--- config.mk ---
export PLATFORM = sky130hd
export DESIGN_NAME = mwa_update
export DESIGN_NICKNAME = d
export VERILOG_FILES = /design/src/rtl/mwa_pkg.sv /design/src/rtl/mwa_update.sv
export SDC_FILE = /design/constraint.sdc
export NUM_CORES = 1
export LEC_CHECK = 0
export ABC_AREA = 1
export BUFFER_PORTS_ARGS = -buffer_cell sky130_fd_sc_hd__buf_2
export CORE_MARGIN = 2
export CORE_UTILIZATION = 40
export DETAILED_ROUTE_END_ITERATION = 6
export GPL_TIMING_DRIVEN = 0
export PLACE_DENSITY = 0.74
export SYNTH_ARGS = -nofsm -noshare
export SYNTH_HDL_FRONTEND = slang
export SYNTH_SLANG_ARGS = --single-unit
--- constraint.sdc ---
create_clock -name vclk -period 13.6
set_clock_uncertainty 0.05 [all_clocks]
set_input_delay 0.68 -clock vclk [all_inputs]
set_output_delay 0.68 -clock vclk [all_outputs]
set_load 0.02 [all_outputs]
--- src/rtl/mwa_pkg.sv ---
`default_nettype none
// ----------------------------------------------------------------------------
// mwa_pkg
// shared types and constants of the masked weighted accumulator: entry
// word layout, opcodes, result and clear-sequencer status records
// ----------------------------------------------------------------------------
package mwa_pkg;

	localparam int ENTRIES  = 4096;
	localparam int ENTRY_AW = $clog2(ENTRIES);

	localparam int POS_W    = 12;
	localparam int VALUE_W  = 16;
	localparam int WEIGHT_W = 10;
	localparam int SUM_W    = 48;
	localparam int COUNT_W  = 32;
	localparam int PROD_W   = VALUE_W + WEIGHT_W + 1;

	localparam int S_TDATA_W = 40;
	localparam int S_TUSER_W = 3;
	localparam int M_TDATA_W = 80;
	localparam int M_TUSER_W = 1;

	localparam logic signed [SUM_W-1:0] SUM_MAX = {1'b0, {(SUM_W-1){1'b1}}};
	localparam logic signed [SUM_W-1:0] SUM_MIN = {1'b1, {(SUM_W-1){1'b0}}};
	localparam logic [COUNT_W-1:0]      COUNT_MAX = {COUNT_W{1'b1}};

	typedef enum logic [1:0] {
		OP_CLEAR = 2'd0,
		OP_ACC   = 2'd1,
		OP_READ  = 2'd2,
		OP_NOP   = 2'd3
	} op_t;

	// one stored entry; valid lives in the same word as the data
	typedef struct packed {
		logic                     valid;
		logic [COUNT_W-1:0]       count;
		logic signed [SUM_W-1:0]  sum;
	} entry_t;

	typedef struct packed {
		logic signed [SUM_W-1:0]  sum;
		logic [COUNT_W-1:0]       count;
		logic                     sat;
	} result_t;

	typedef struct packed {
		logic                busy;
		logic [ENTRY_AW-1:0] addr;
	} sweep_t;

endpackage
`default_nettype wire

--- src/rtl/mwa_update.sv ---
`default_nettype none
// ----------------------------------------------------------------------------
// mwa_update
// modify step: picks forwarded or stored entry, adds, saturates, and
// forms the write-back word and the reported result
// ----------------------------------------------------------------------------
module mwa_update (
	input  wire logic                         fire,
	input  wire mwa_pkg::op_t                 op,
	input  wire logic                         present,
	input  wire logic                         in_range,
	input  wire logic signed [mwa_pkg::PROD_W-1:0] prod,
	input  wire logic [mwa_pkg::WEIGHT_W-1:0] incr,
	input  wire mwa_pkg::entry_t              rd_word,
	input  wire logic                         fwd_hit,
	input  wire mwa_pkg::entry_t              fwd_word,
	output logic                              we,
	output mwa_pkg::entry_t                   wr_word,
	output mwa_pkg::result_t                  res
);
	import mwa_pkg::*;

	entry_t                  cur;
	logic signed [SUM_W-1:0] base_sum;
	logic [COUNT_W-1:0]      base_cnt;
	logic signed [SUM_W:0]   sum_wide;
	logic [COUNT_W:0]        cnt_wide;
	logic signed [SUM_W-1:0] sum_new;
	logic [COUNT_W-1:0]      cnt_new;
	logic                    sat_new;
	logic                    do_acc;

	always_comb begin
		cur      = fwd_hit ? fwd_word : rd_word;
		base_sum = cur.valid ? cur.sum : '0;
		base_cnt = cur.valid ? cur.count : '0;

		sum_wide = (SUM_W+1)'(base_sum) + (SUM_W+1)'(prod);
		cnt_wide = {1'b0, base_cnt} + (COUNT_W+1)'(incr);

		sat_new = 1'b0;
		if (sum_wide[SUM_W:SUM_W-1] == 2'b01) begin
			sum_new = SUM_MAX;
			sat_new = 1'b1;
		end else if (sum_wide[SUM_W:SUM_W-1] == 2'b10) begin
			sum_new = SUM_MIN;
			sat_new = 1'b1;
		end else begin
			sum_new = sum_wide[SUM_W-1:0];
		end
		if (cnt_wide[COUNT_W]) begin
			cnt_new = COUNT_MAX;
			sat_new = 1'b1;
		end else begin
			cnt_new = cnt_wide[COUNT_W-1:0];
		end

		do_acc = (op == OP_ACC) && present && in_range;

		wr_word.valid = 1'b1;
		wr_word.count = cnt_new;
		wr_word.sum   = sum_new;
		we            = fire && do_acc;

		res = '0;
		case (op)
			OP_ACC, OP_READ: begin
				if (in_range) begin
					if (do_acc) begin
						res.sum   = sum_new;
						res.count = cnt_new;
						res.sat   = sat_new;
					end else begin
						res.sum   = base_sum;
						res.count = base_cnt;
					end
				end
			end
			default: begin
				res = '0;
			end
		endcase
	end

endmodule
`default_nettype wire

# [After elaboration in Yosys (flattened, before gate mapping)]
# Index checks and enable logic that the tools add are counted.
[classes] add_sub_neg=2 n_mul=0 div_mod_pow=0 n_lt_le_gt_ge=0 n_eq_ne=4 shifts=0 mux=13 bitwise=0 reduce_logical=4
[ops] cell="2-to-1 mux 81 bit" n=3
[ops] cell="2-to-1 mux 48 bit" n=3
[ops] cell="2-to-1 mux 80 bit" n=1
[ops] cell="2-to-1 mux 32 bit" n=2
[ops] cell="adder 48 x 27 -> 49 bit" n=1
[ops] cell="adder 32 x 10 -> 33 bit" n=1
[ops] cell="== test 2 x 1 -> 1 bit (second input constant)" n=2
[ops] cell="== test 2 bit (second input constant)" n=2
[ops] cell="2-to-1 mux 1 bit" n=4
[ops] cell="logical AND 1 bit" n=3
[ops] cell="OR reduction 2 bit" n=1
[totals] register_bits=0 latch_bits=0 ram_bits=0 mem_bits_ro=0 output_inout_bits=163 word_cells=23 n_memories=0

# [Depth between registers and ports, before layout]
[depth] ltp_word=10 mapped_depth=30 depth_no_buf=25

# [Worst setup path after synthesis]
# No wires, ideal clock.
[synth_path] kind="input -> output" startpoint="input fwd_hit" endpoint="output res[35] (netlist name)" arrival_ns=5.120 path_slack_ns=7.750 path_stages=28 n_path_buf=5 path_cell_list="buf_6 buf_6 buf_2 buf_2 buf_2 mux2_2 nand2_1 inv_1 ha_1 fa_1 nand3_1 nand3_1 nand2_1 nand2_1 nand2_1 nand3_1 nand2_1 nand2_1 nand2_1 nand2_1 xor2_1 inv_1 ha_1 inv_2 nand2_1 o21ai_0 o21ai_0 a21oi_1"
[synth_rtl] element="start, declared" line="mwa_update.sv:15" text="input wire logic fwd_hit,"
[synth_rtl] element="end, declared" line="mwa_update.sv:19" text="output mwa_pkg::result_t res"

==> results.toml <==
[placement]
io_buffers = 366
gp_congestion = 0.9670
dp_hpwl_um = 32860
place_ws_ns = 6.052

[worst_setup_path]
critPathLaunch = "fwd_hit"
crit_buf_inv = 11
crit_top_cell = "nand2_1"
crit_cells = 29
max_stage_delay_ns = 0.55
crit_required_ns = 12.87
crit_path_top_delay_cell = "clkbuf_1"
start_kind = "input port"
critPathTopFamily = "buffers and inverters"
cp.arrival_ns = 6.95
crit_type = "in2out"
critPathMaxFanout = 10
critPathCaptureType = "output pin"
endpoint = "res[79]"

[timing]
rsz0062_at_grt = "no"
final.setup.tns_ns = 0
hold_viol_final = 0
relSlewSlack_pct = 55.61
fin_ws_ns = 5.919
fmax_mhz = 130.2
setup-violations-final = 0
finalCritPeriodShare_pct = 56.48
min_period_ns = 7.681
worst_slew_pin_slew_ns = 0.6658
maxSlewViolCount = 0

[drt]
drt_pass1_iterations = 5
wire_per_inst_um = 15.01
num_vias = 12500
vias_per_cell = 4.998
routed_wl_um = 37550
initialDrtViolationCount = 588
drc_errors = 0
detail-route-antenna-nets = 0

[layout]
design.seq.count = 0
mostFrequentLayoutCell = "nand2_1"
mostFrequentLayoutCells = "636 x nand2_1, 406 x inv_1, 377 x buf_2"
layout-drive-gt1-share_pct = 21.98
seq_area_sq_um = 0
postLayoutCoreUtil_pct = 50.59
area_delta_synth_final_pct = 24.76
fin_nets = 2492
nClkBuffers = 0

[logic_synthesis]
synth_warnings = 0
syn-num-nets = 2124
ys_types = 37
ys_top_cells_by_area = "nand2_1 27%, inv_1 17%, ha_1 8.9%"
syn_inst = 1854
synth_top_area_share_pct = 27.06
synth_area_sq_mm = 0.008822
syn_avg_cell_area_sq_um = 4.758
synth_top_area_cell = "nand2_1"
ys_seq_area_share_pct = 0

[status]
status = "finished clean"

[clocking]
cts_setup_buffers = 0
cts_resized = 0
hold_buffers = 0

[die]
row_count = 54
start_util_pct = 40.55
die_area_sq_mm = 0.02326
die_w_um = 152.5
ioPinCount = 368
fp.dieH_um = 152.5
core_area_sq_mm = 0.02176

[pwr]
leakagePower_nw = 7.524
powerDensity_mw_per_mm2 = 56.24
peakVddDrop_uv = 24.83

[run]
drv_cap = 0

[worst_hold_path]
hp-class = "in2out"
hold_start = "fire"

[grt]
grt_pass1_vias = 11750
grt_use_total_pct = 30.59
grt_max_degree = 23
antenna_found_initial = 3
gr-total-overflow = 0
grt_pass1_wl_um = 58750
power by group:
part,total [mW],internal [mW],switching (mW)
logic,0.619,0.197,0.422
registers,0,0,0
clock network,0.00000000983,0.00000000983,0
cell type report:
type / instances / area, sq um
well taps: 280 / 350.3
repair buffers: 366 / 1832
plain buffers: 58 / 295.3
fillers: 2564 / 10750
diodes: 1 / 2.502
inverters: 415 / 1558
multi-input cells: 1381 / 6969
metal layers:
layer	routed length [um]	GRT usage (%)	vias to the layer above
met4	1065	8.025	4
met3	2176	2.418	53
met5	22	0	-
met1	15680	36.86	5557
li1	-	-	6422
met2	18600	58.15	463
worst min-delay path: cells and delay by family:
| family | cells | cell delay, ns |
|---|---|---|
| buffers and inverters | 3 | 0.29 |
| and+or+nand+nor | 1 | 0.03 |
cell families (layout without fill, tap and decap cells):
group,after synthesis,after routing,share of synthesized area [%]
simple gates,999,999,46.53
buf+inv,473,839,21.00
mux,58,58,7.403
compound gates,248,248,14.64
xor+xnor,10,10,0.9928
fa+ha+maj,65,65,9.389
other cells,1,2,0.04251
cell usage after synthesis, drive strengths merged:
| cell | number |
|---|---|
| a211oi | 1 |
| xor2 | 7 |
| xnor2 | 3 |
| o21ai | 111 |
| nor3 | 9 |
| nor4 | 5 |
| nand3 | 141 |
| or2 | 3 |
| nand2 | 655 |
| o211ai | 1 |
| inv | 412 |
| nand3b | 7 |
| mux2 | 58 |
| fa | 2 |
| and2 | 2 |
| conb | 1 |
| buf | 27 |
| clkinv | 3 |
| clkbuf | 31 |
| o21bai | 4 |
| ha | 63 |
| a21o | 3 |
| nor2 | 165 |
| a21oi | 128 |
| nand4 | 12 |
how the worst min path moves through the flow:
stage / cells after the start / slack [ns] / end
after floorplan: 2 / 1.43 / we
after global placement: 4 / 1.62 / we
final: 4 / 1.62 / we
after global routing: 4 / 1.64 / we
after detailed placement: 4 / 1.62 / we
after CTS: 4 / 1.63 / we
stage by stage:
stage	total power, mW	instances	hold slack [ns]	area, sq um
floorplan	0.4024	1854	1.429	8822
finish	0.6190	2501	1.625	11010
global route	0.6819	2500	1.644	11000
CTS	0.6160	2500	1.626	11000
global placement	0.6095	2500	1.621	11000
detailed placement	0.6136	2500	1.625	11000
Power figures use the tool's default switching activity.
