$ cat src/rtl/mwa_pkg.sv
`default_nettype none
// ----------------------------------------------------------------------------
// mwa_pkg
// shared types and constants of the masked weighted accumulator: entry
// word layout, opcodes, result and clear-sequencer status records
// ----------------------------------------------------------------------------
package mwa_pkg;

	localparam int ENTRIES  = 4096;
	localparam int ENTRY_AW = $clog2(ENTRIES);

	localparam int POS_W    = 12;
	localparam int VALUE_W  = 16;
	localparam int WEIGHT_W = 10;
	localparam int SUM_W    = 48;
	localparam int COUNT_W  = 32;
	localparam int PROD_W   = VALUE_W + WEIGHT_W + 1;

	localparam int S_TDATA_W = 40;
	localparam int S_TUSER_W = 3;
	localparam int M_TDATA_W = 80;
	localparam int M_TUSER_W = 1;

	localparam logic signed [SUM_W-1:0] SUM_MAX = {1'b0, {(SUM_W-1){1'b1}}};
	localparam logic signed [SUM_W-1:0] SUM_MIN = {1'b1, {(SUM_W-1){1'b0}}};
	localparam logic [COUNT_W-1:0]      COUNT_MAX = {COUNT_W{1'b1}};

	typedef enum logic [1:0] {
		OP_CLEAR = 2'd0,
		OP_ACC   = 2'd1,
		OP_READ  = 2'd2,
		OP_NOP   = 2'd3
	} op_t;

	// one stored entry; valid lives in the same word as the data
	typedef struct packed {
		logic                     valid;
		logic [COUNT_W-1:0]       count;
		logic signed [SUM_W-1:0]  sum;
	} entry_t;

	typedef struct packed {
		logic signed [SUM_W-1:0]  sum;
		logic [COUNT_W-1:0]       count;
		logic                     sat;
	} result_t;

	typedef struct packed {
		logic                busy;
		logic [ENTRY_AW-1:0] addr;
	} sweep_t;

endpackage
`default_nettype wire

$ cat src/rtl/mwa_clear_seq.sv
`default_nettype none
// ----------------------------------------------------------------------------
// mwa_clear_seq
// invalidation sweep over every entry, after reset and after each clear
// ----------------------------------------------------------------------------
module mwa_clear_seq (
	input  wire logic      clk,
	input  wire logic      arst_n,
	input  wire logic      start,
	output mwa_pkg::sweep_t sweep
);
	import mwa_pkg::*;

	localparam logic [ENTRY_AW-1:0] LAST = ENTRY_AW'(ENTRIES - 1);

	logic                busy_q;
	logic [ENTRY_AW-1:0] addr_q;

	always_ff @(posedge clk or negedge arst_n) begin
		if (!arst_n) begin
			busy_q <= 1'b1;
			addr_q <= '0;
		end else if (busy_q) begin
			if (addr_q == LAST) begin
				busy_q <= 1'b0;
				addr_q <= '0;
			end else begin
				addr_q <= addr_q + 1'b1;
			end
		end else if (start) begin
			busy_q <= 1'b1;
			addr_q <= '0;
		end
	end

	assign sweep.busy = busy_q;
	assign sweep.addr = addr_q;

endmodule
`default_nettype wire

$ cat config.mk
export PLATFORM = sky130hd
export DESIGN_NAME = mwa_clear_seq
export DESIGN_NICKNAME = d
export VERILOG_FILES = /design/src/rtl/mwa_pkg.sv /design/src/rtl/mwa_clear_seq.sv
export SDC_FILE = /design/constraint.sdc
export NUM_CORES = 1
export LEC_CHECK = 0
export ABC_AREA = 0
export BUFFER_PORTS_ARGS = -buffer_cell sky130_fd_sc_hd__buf_2
export CAP_MARGIN = 20
export CORE_ASPECT_RATIO = 0.75
export CORE_MARGIN = 4
export CORE_UTILIZATION = 40
export DETAILED_ROUTE_END_ITERATION = 10
export HOLD_SLACK_MARGIN = 0.06
export PLACE_DENSITY = 0.61
export SYNTH_ARGS = -nofsm -noshare
export SYNTH_HDL_FRONTEND = slang
export SYNTH_SLANG_ARGS = --single-unit
$ cat constraint.sdc
create_clock -name clk -period 1.75 [get_ports clk]
set_clock_uncertainty 0.2 [all_clocks]
set_input_delay 0.35 -clock clk [delete_from_list [all_inputs] [get_ports clk]]
set_output_delay 0.35 -clock clk [all_outputs]
set_load 0.05 [all_outputs]
* After elaboration in Yosys (flattened, before gate mapping) *
Index checks and enable logic that the tools add are counted.

storage, ports and cells
  ROM bits = 0
  output and inout port bits = 13
  logic and storage cells = 11
  memories kept = 0
  bits in latches = 0
  flip-flop bits (word level) = 13
  memory bits (writable) = 0
  input bits = 3

operators by class
  div/mod/pow operators = 0
  reductions and logical operators = 1
  equality and inequality tests = 1
  $mul = 0
  muxes and demuxes = 6
  add/subtract/negate cells = 1
  bitwise logic cells = 0
  $lt $le $gt $ge = 0
  shift-type cells = 0

operators with widths
  cell                     number
  $mux W12                 3
  $add A12 B1 Y12 const B  1
  $eq A12 B12 Y1 const B   1
  $mux W1                  3
  $reduce_bool A2 Y1       1

* Logic depth before layout (Yosys ltp) *
Gate-level depths: netlist of run 1.

  word-level depth = 3
  gate-level depth with buffers = 5

* Least setup slack after synthesis of run 1 *
OpenSTA, ideal clock, no wires.

  path type = reg-to-reg
  from = reg addr_q[0]
  to = reg addr_q[3]
  required time = 1,429 ps
  stages on the path, launching flop included = 6
  path buffers = 0
  arrival time = 1,936 ps
  setup slack = -507 ps
  cells stage by stage = dfrtp_1 -> ha_1 -> nand3_1 -> o41ai_4 -> o22ai_1 -> a22o_1

between the ends
  word-level cells in the longest chain between the ends = 3

ends and longest elaborated chain
  item                                                      RTL line                                  text
  start, declared                                           mwa_clear_seq.sv:17                       logic [ENTRY_AW-1:0] addr_q;
  start signal, assigned                                    mwa_clear_seq.sv:28                       addr_q <= addr_q + 1'b1;
  $add A12 B1 Y12 / $eq A12 B12 Y1 (equally long branches)  mwa_clear_seq.sv:28, mwa_clear_seq.sv:24
  $mux W12 (*)                                              mwa_clear_seq.sv:24                       if (addr_q == LAST) begin
  $mux W12 (*)                                              mwa_clear_seq.sv:23                       end else if (busy_q) begin

Every way passes the cells marked *; elsewhere a longest branch is shown, timed or not.
A chain may end at the register's enable or synchronous reset.

* Worst setup path in the final report of run 1 *
  from = reg addr_q[1]
  to = out sweep[1] (netlist bit)

RTL lines
  item           RTL line             text
  end, declared  mwa_clear_seq.sv:10  output mwa_pkg::sweep_t sweep

No word-level cell between the ends.

==> results.json, run 1 <==
{
  "status": "completed",
  "cts_root_buf": "clkbuf_4",
  "grt_max_degree": 14,
  "firstDrtPassIters": 4,
  "cp_slowest_cell": "dfrtp_2",
  "setup-violations-final": 0,
  "period_needed_ns": 1.72,
  "die_h_um": 44.8,
  "rsz0062_at_grt": "no",
  "drcViolationCount": 0,
  "fin_ws_ns": 0.0327,
  "min_path_cells": 3,
  "crit_family": "buffers and inverters",
  "drt_iter0_drc": 12,
  "gp_congestion": 0.779,
  "slowest_delay_ns": 0.43,
  "final_area_um2": 1020,
  "whs_ns": 0.0876,
  "die_area_um2": 2560,
  "ys_seq_area_frac": 0.452,
  "worstPathCellList": "buf_4 > buf_4 > buf_4",
  "postSynth.asyncResetShare": 1.00,
  "yosys-top-cells-count": "12 x dfrtp_1, 9 x nand2_1, 9 x o21ai_0, 7 x nand3_1",
  "pre_cts_ws_ns": 0.00193,
  "hpwl_um": 1320,
  "p_per_area_nw_per_um2": 492,
  "cp_num_buf_inv": 3,
  "r2r_slack_ns": 0.06,
  "synth_seq_cells": 13,
  "syn_to_final_growth_pct": 41.2,
  "cp.required_ns": 1.20,
  "avgSynthCellArea_um2": 9.52,
  "crit_path_start_kind": "flip-flop",
  "drt_wl_total_um": 1860,
  "place_inst": 121,
  "endpoint_kind": "output pin",
  "synth_top_area_cell": "dfrtp_1",
  "clk_latency_ns": 0.28,
  "clock_sinks": 13,
  "crit_path_start": "addr_q[1]",
  "drv_slew": 0,
  "track_usage": 0.164,
  "syn_inst": 76,
  "core.rowCount": 13,
  "antenna_cells": 0,
  "power_mw": 0.503,
  "drive_gt1_frac": 0.505,
  "ios": 16,
  "synth.yosys.warnings": 0,
  "timing.rr.start": "addr_q[0]",
  "clockBufferDepth": 2,
  "initial_utilization": 0.419,
  "yosys.area.top_type_share": 0.415,
  "path_clk_slew_ns": 0.08,
  "numCtsBuffers": 3,
  "htreeDepth": 1,
  "wl_per_cell_um": 14.2,
  "post-route-period-util": 0.981,
  "numPortBuffers": 15,
  "finalHoldViolCount": 0,
  "crit_top_cell": "buf_4",
  "synth_nets": 80,
  "fp.dieW_um": 57.1,
  "maxCapViolations": 0,
  "post-synth-top-count-cell": "dfrtp_1",
  "vias": 701,
  "vias_per_cell": 5.35,
  "core_um2": 1720,
  "synth.area.top_cells": "dfrtp_1 42%, o21ai_0 6.2%, nand3_1 4.8%",
  "path_class": "reg2out",
  "grt.overflow.total": 0,
  "grt_pass1_vias": 643,
  "stdcell_count": 131,
  "r2r_cells": 6,
  "synth.distinct_cells": 30,
  "critical_path_arrival_ns": 1.17,
  "cp_max_fo": 3,
  "dpl_cell_area_um2": 938,
  "holdPathEnd": "busy_q",
  "antenna_found_initial": 0,
  "synth_edf_count": 0,
  "synth_flop_cell": "dfrtp_1",
  "ant_nets": 0,
  "ir_worst_vdd_v": 0.000334,
  "grt_first_pass_wirelength_um": 3190,
  "max_freq_mhz": 582,
  "synthesis.area_um2": 723,
  "fill_cells": 164,
  "hold_class": "in2reg",
  "reg2reg_to": "addr_q[5]",
  "hp-start": "start",
  "cts_tree": "built",
  "worst_pin_slew_ns": 0.304,
  "nets": 114,
  "relSlewSlack": 0.797,
  "p_leak_nw": 0.459
}
[sequential cells by signal, indices dropped and copies added (netlist names)]
register / count
addr_q: 12
busy_q: 1
[routing by layer]
metal | wire length (um) | vias up | track usage
li1 | - | 349 | -
met1 | 905 | 330 | 0.214
met2 | 843 | 18 | 0.251
met3 | 92 | 4 | 0.0571
met4 | 17 | 0 | 0.0648
met5 | 0 | - | 0
[worst min-delay path: cells and delay by family]
kind	cells	cell delay, ns
AO/OA/AOI/OAI	1	0.06
buffers and inverters	2	0.15
[area by class of cell]
class | instances | area (um^2) | area share
Tap cell | 22 | 27.5 | 0.0270
Timing Repair Buffer | 32 | 210 | 0.206
Multi-Input combinational cell | 56 | 400 | 0.392
Sequential cell | 13 | 342 | 0.335
Clock buffer | 4 | 26.3 | 0.0257
Inverter | 4 | 15.0 | 0.0147
[metrics by stage]
| step | util | setup TNS [ns] |
|---|---|---|
| final | 0.592 | 0 |
| after floorplan | - | -0.194 |
| after global routing | 0.592 | 0 |
| after detailed placement | 0.544 | 0 |
| after global placement | 0.544 | 0 |
| after CTS | 0.591 | -0.00330 |
[cell usage in the layout, fill, tap and decap left out, drive strengths merged]
master,count
nand4,3
a21o,2
inv,4
a21boi,1
o41ai,1
nand2,9
nand3,7
o41a,1
o22ai,2
nor2b,2
ha,1
o31ai,1
xnor2,1
or4,1
and4,2
o21ai,9
and3,2
a22o,2
nor2,1
buf,31
mux2i,1
o211ai,1
or3,2
a21oi,4
dlygate4sd3,1
dfstp,1
clkbuf,4
dfrtp,12
[power by group]
| group | total [mW] | switching [mW] | internal, mW | leakage [nW] |
|---|---|---|---|---|
| Clock | 0.192 | 0.104 | 0.0886 | 0.0150 |
| Sequential | 0.300 | 0 | 0.300 | 0.136 |
| Combinational | 0.0104 | 0.00715 | 0.00324 | 0.308 |
[cells by family (layout without fill, tap and decap cells)]
logic type,count (synthesis),in the layout,synth area share
simple gates,29,29,0.225
compound gates,24,24,0.239
fa+ha+maj,1,1,0.0173
buf+inv,7,40,0.0415
flops,13,13,0.452
mux,1,1,0.0138
xor+xnor,1,1,0.0121
[how the worst max path moves through the flow]
| stage | depth (start not counted) | end |
|---|---|---|
| after detailed placement | 6 | addr_q[3] |
| after CTS | 6 | addr_q[3] |
| final | 3 | sweep[1] |
| after global routing | 3 | sweep[1] |
| after floorplan | 5 | addr_q[3] |
| after global placement | 6 | addr_q[3] |
[repair_timing]
item                                    CTS  global route
hold endpoints to repair                 13             0
buffers inserted                          5             0
pin swaps                                 3             1
gates resized for setup                   2             2
endpoints found under the setup margin    2             7
hold buffers                              1             0
No activity file was read; power rests on OpenSTA's default activity.
==> run 2, diff against run 1 <==
- PLACE_DENSITY: 0.61 -> 0.59
- clock period: 1.75 -> 1.8 ns (I/O delays scaled with it)
==> run 2 against run 1 <==
  * Die area did not move
  * Critical path type unchanged
  * Non-clock buffer count is 6 lower
  * Sequential share of layout area increased by 1.9 points
  * Critical endpoint is now sweep[12]
  * Sequential cell count did not move
  * Worst setup slack gained 0.0055 ns
==> results.json, run 2 (synthesis gave the netlist of run 1 again) <==
{
  "setup-violations-final": 0,
  "whs_ns": 0.106,
  "critical_path_arrival_ns": 1.20,
  "drive_gt1_frac": 0.476,
  "use_met2": 0.241,
  "power_switching_mw": 0.0987,
  "grt_max_degree": 14,
  "fp.dieW_um": 57.1,
  "p_per_area_nw_per_um2": 496,
  "comb_power_share": 0.021,
  "die_area_um2": 2560,
  "slowest_delay_ns": 0.63,
  "pre_cts_ws_ns": 0.0544,
  "antenna_cells": 0,
  "grt_first_pass_wirelength_um": 2910,
  "grt_use_met3": 0.0514,
  "path_clk_slew_ns": 0.08,
  "cp.required_ns": 1.24,
  "ios": 16,
  "p_int_mw": 0.381,
  "crit_family": "flip-flops",
  "vias_per_cell": 5.44,
  "finalHoldViolCount": 0,
  "max_freq_mhz": 568,
  "syn_to_final_growth_pct": 33.7,
  "relSlewSlack": 0.781,
  "final_area_um2": 967,
  "reg.largest.list": "addr_q (12), busy_q (1)",
  "hold_class": "in2reg",
  "clkPwrFrac": 0.371,
  "place_inst": 116,
  "wl_per_cell_um": 13.9,
  "layout_common_cells": "15 x buf_2, 12 x dfrtp_2, 10 x buf_4",
  "nets": 108,
  "top_register": "addr_q",
  "track_usage": 0.149,
  "switching_share": 0.206,
  "ir_worst_vdd_v": 0.000472,
  "ant_nets": 0,
  "largest_register_ffs": 12,
  "antenna_found_initial": 0,
  "die_h_um": 44.8,
  "numPortBuffers": 15,
  "grt.overflow.total": 0,
  "stdcell_count": 125,
  "gp_congestion": 0.768,
  "setup_tns_ns": 0,
  "path_class": "reg2out",
  "drcViolationCount": 0,
  "worst_pin_slew_ns": 0.328,
  "firstDrtPassIters": 4,
  "cts_root_buf": "clkbuf_4",
  "hpwl_um": 1300,
  "cp_num_buf_inv": 1,
  "cts_tree": "built",
  "drt_wl_total_um": 1730,
  "clk_latency_ns": 0.27,
  "utilization": 0.561,
  "drv_slew": 0,
  "maxCapViolations": 0,
  "drt_iter0_drc": 13,
  "p_leak_nw": 0.423,
  "cp_slowest_cell": "dfstp_2",
  "vias": 680,
  "grt_use_met1": 0.193,
  "dpl_cell_area_um2": 901,
  "power_mw": 0.479,
  "grt_pass1_vias": 656,
  "status": "completed",
  "period_needed_ns": 1.76,
  "post-route-period-util": 0.979,
  "power_frac_seq": 0.608,
  "clock_sinks": 13,
  "layout_commonest_cell": "buf_2",
  "endpoint_kind": "output pin",
  "clockBufferDepth": 2,
  "top_usage_layer": "met2",
  "crit_path_start_kind": "flip-flop",
  "rsz0062_at_grt": "yes",
  "core.rowCount": 13,
  "cp_max_fo": 9,
  "fin_ws_ns": 0.0381,
  "numCtsBuffers": 3,
  "worstPathCellList": "buf_2",
  "r2r_slack_ns": 0.04,
  "core_um2": 1720,
  "htreeDepth": 1,
  "initial_utilization": 0.419
}
## run 2: cell types whose count changed in the layout (fill, tap and decap cells not counted)
cell / delta
buf_2: +2
buf_4: -8
o21ai_0: -2
o21ai_1: +2
or3_2: +1
or3_4: -1
## run 2: final timing paths
kind | start | endpoint | cells past startpoint
max in group asynchronous | arst_n | busy_q | 2
min reg2reg | addr_q[11] | addr_q[11] | 1
max | busy_q | sweep[12] | 1
max reg2reg | addr_q[4] | addr_q[3] | 5
min in group asynchronous | arst_n | addr_q[7] | 2
min | start | busy_q | 3
## run 2: final cells by class
class,count,area [um^2]
tap,22,27.5
timing repair buffer,26,160
inverter,4,15.0
fill,178,757
sequential,13,342
multi-input combinational,56,397
clock buffer,4,26.3
## run 2: timing repair
item | in CTS | in global routing
hold endpoints to repair | 13 | 0
resized for setup | 0 | 2
hold buffers | 1 | 0
setup endpoints to repair | 0 | 4
setup buffers | 0 | 4
## run 2: power by group through the flow
| stage | sequential [mW] | clock, mW | combinational [mW] |
|---|---|---|---|
| after global routing | 0.292 | 0.198 | 0.0120 |
| after global placement | 0.297 | 0 | 0.00859 |
| after floorplan | 0.298 | 0 | 0.000364 |
| after detailed placement | 0.297 | 0 | 0.00892 |
| after CTS | 0.292 | 0.187 | 0.0105 |
| final | 0.292 | 0.178 | 0.00988 |
## run 2: per-layer routing
metal / routed length (um) / part of all wire
met4: 12 / 0.0069
met3: 87 / 0.050
met5: 0 / 0
met2: 802 / 0.46
met1: 831 / 0.48
==> run 3, diff against run 2 <==
- CORE_MARGIN: 4 -> not set
==> run 3 against run 2 <==
  * Sequential power hardly changed
  * Highest routed layer unchanged
  * Sequential cell count stayed put
  * Via count is 4.4% lower
  * Routed wire length is 4.8% lower
  * Combinational power hardly changed
  * Cell count is 5.6% lower
  * Design area is 4.8% lower
  * Critical endpoint unchanged
  * Critical path type unchanged
  * Largest cell class unchanged
==> results.json, run 3 (synthesis gave the netlist of run 1 again) <==
{
  "drt_wl_total_um": 1650,
  "grt_max_degree": 14,
  "cts_root_buf": "clkbuf_4",
  "multi_input_area_um2": 397,
  "hpwl_um": 1240,
  "max_freq_mhz": 584,
  "track_usage": 0.203,
  "critical_path_arrival_ns": 1.15,
  "worstPathCellList": "buf_2",
  "gp_congestion": 0.758,
  "numCtsBuffers": 3,
  "crit_path_start_kind": "flip-flop",
  "initial_utilization": 0.459,
  "reg.largest.list": "addr_q (12), busy_q (1)",
  "cts_setup_buffers": 0,
  "wl_per_cell_um": 14.0,
  "p_leak_nw": 0.395,
  "reg2reg_to": "addr_q[9]",
  "vias_per_cell": 5.51,
  "seq_area_um2": 342,
  "clk_latency_ns": 0.28,
  "clock_sinks": 13,
  "drv_slew": 0,
  "post-route-period-util": 0.951,
  "endpoint_kind": "output pin",
  "maxCapViolations": 0,
  "r2r_cells": 6,
  "path_clk_slew_ns": 0.07,
  "crit_family": "flip-flops",
  "largest_register_ffs": 12,
  "syn_to_final_growth_pct": 27.3,
  "crit_path_start": "busy_q",
  "vias": 650,
  "die_area_um2": 1980,
  "antenna_found_initial": 0,
  "die_h_um": 38.8,
  "antenna_cells": 0,
  "ant_nets": 0,
  "finalHoldViolCount": 0,
  "endpoint": "sweep[12]",
  "ios": 16,
  "grt.overflow.total": 0,
  "firstDrtPassIters": 2,
  "worst_pin_slew_ns": 0.581,
  "nets": 102,
  "drive_gt1_frac": 0.443,
  "grt_first_pass_wirelength_um": 2670,
  "worst-path-stages": 1,
  "cp_slowest_cell": "dfstp_2",
  "whs_ns": 0.118,
  "rsz0062_at_grt": "no",
  "htreeDepth": 1,
  "timing.rr.start": "addr_q[0]",
  "status": "completed",
  "core_um2": 1580,
  "r2r_slack_ns": 0.12,
  "slowest_delay_ns": 0.60,
  "setup-violations-final": 0,
  "cp.required_ns": 1.24,
  "core.rowCount": 12,
  "top_register": "addr_q",
  "drt_iter0_drc": 6,
  "ctsResizeCount": 0,
  "layout_common_cells": "15 x buf_2, 12 x dfrtp_2, 9 x o21ai_0, 9 x nand2_1, 5 x nand3_1",
  "hp-start": "start",
  "cp_max_fo": 5,
  "drcViolationCount": 0,
  "hold_class": "in2reg",
  "numPortBuffers": 15,
  "dpl_cell_area_um2": 885,
  "layout_commonest_cell": "buf_2",
  "path_class": "reg2out",
  "p_per_area_nw_per_um2": 523,
  "cp_num_buf_inv": 1,
  "ir_worst_vdd_v": 0.000389,
  "period_needed_ns": 1.71,
  "clockBufferDepth": 2,
  "fill_cells": 141,
  "grt_pass1_vias": 562,
  "cts_tree": "built",
  "relSlewSlack": 0.611,
  "final_area_um2": 921,
  "fp.dieW_um": 51.1
}
[run 3: through the flow]
step	setup TNS (ns)	power, mW	cells	util	worst slack (ns)
after floorplan	-0.0402	0.298	76	-	-0.0280
after global placement	0	0.307	113	0.561	0.153
after detailed placement	0	0.306	113	0.561	0.140
after CTS	0	0.488	118	0.584	0.0793
after global routing	0	0.505	118	0.584	0.0440
final	0	0.481	118	0.584	0.0878
[run 3: what timing repair did]
item / CTS / global route
setup endpoints to repair: 0 / 0
hold buffers: 1 / 0
endpoints found under the hold margin: 13 / 0
[run 3: cell type report]
type                            count  share of cell area
Timing Repair Buffer               20               0.125
Multi-Input combinational cell     56               0.431
Sequential cell                    13               0.371
Clock buffer                        4              0.0285
Inverter                            4              0.0163
Tap cell                           21              0.0285
[run 3: report_power, final]
group          internal (mW)  switching [mW]
clock                 0.0861          0.0936
combinational        0.00316         0.00700
sequential             0.292               0
[run 3: routing by layer]
layer | up-vias | routed length [um] | track usage | share of wire
met5 | - | 0 | 0 | 0
met2 | 11 | 677 | 0.283 | 0.41
li1 | 327 | - | - | -
met3 | 4 | 67 | 0.0824 | 0.041
met4 | 0 | 22 | 0.0833 | 0.013
met1 | 308 | 881 | 0.273 | 0.53
[run 3: tightest hold or removal path: cells and delay by family]
kind                   cells  cell delay (ns)
buffers and inverters      2             0.16
AOI/OAI and AO/OA          1             0.07
[run 3: how the worst min path moves through the flow]
| stage | end | slack [ns] | depth (start not counted) |
|---|---|---|---|
| 2_1_floorplan | addr_q[0] | -0.14 | 0 |
| 3_3_place_gp | addr_q[3] | 0.07 | 1 |
| 3_5_place_dp | addr_q[11] | 0.06 | 1 |
| 4_1_cts | busy_q | 0.11 | 3 |
| 5_1_grt | busy_q | 0.12 | 3 |
| 6_report | busy_q | 0.12 | 3 |
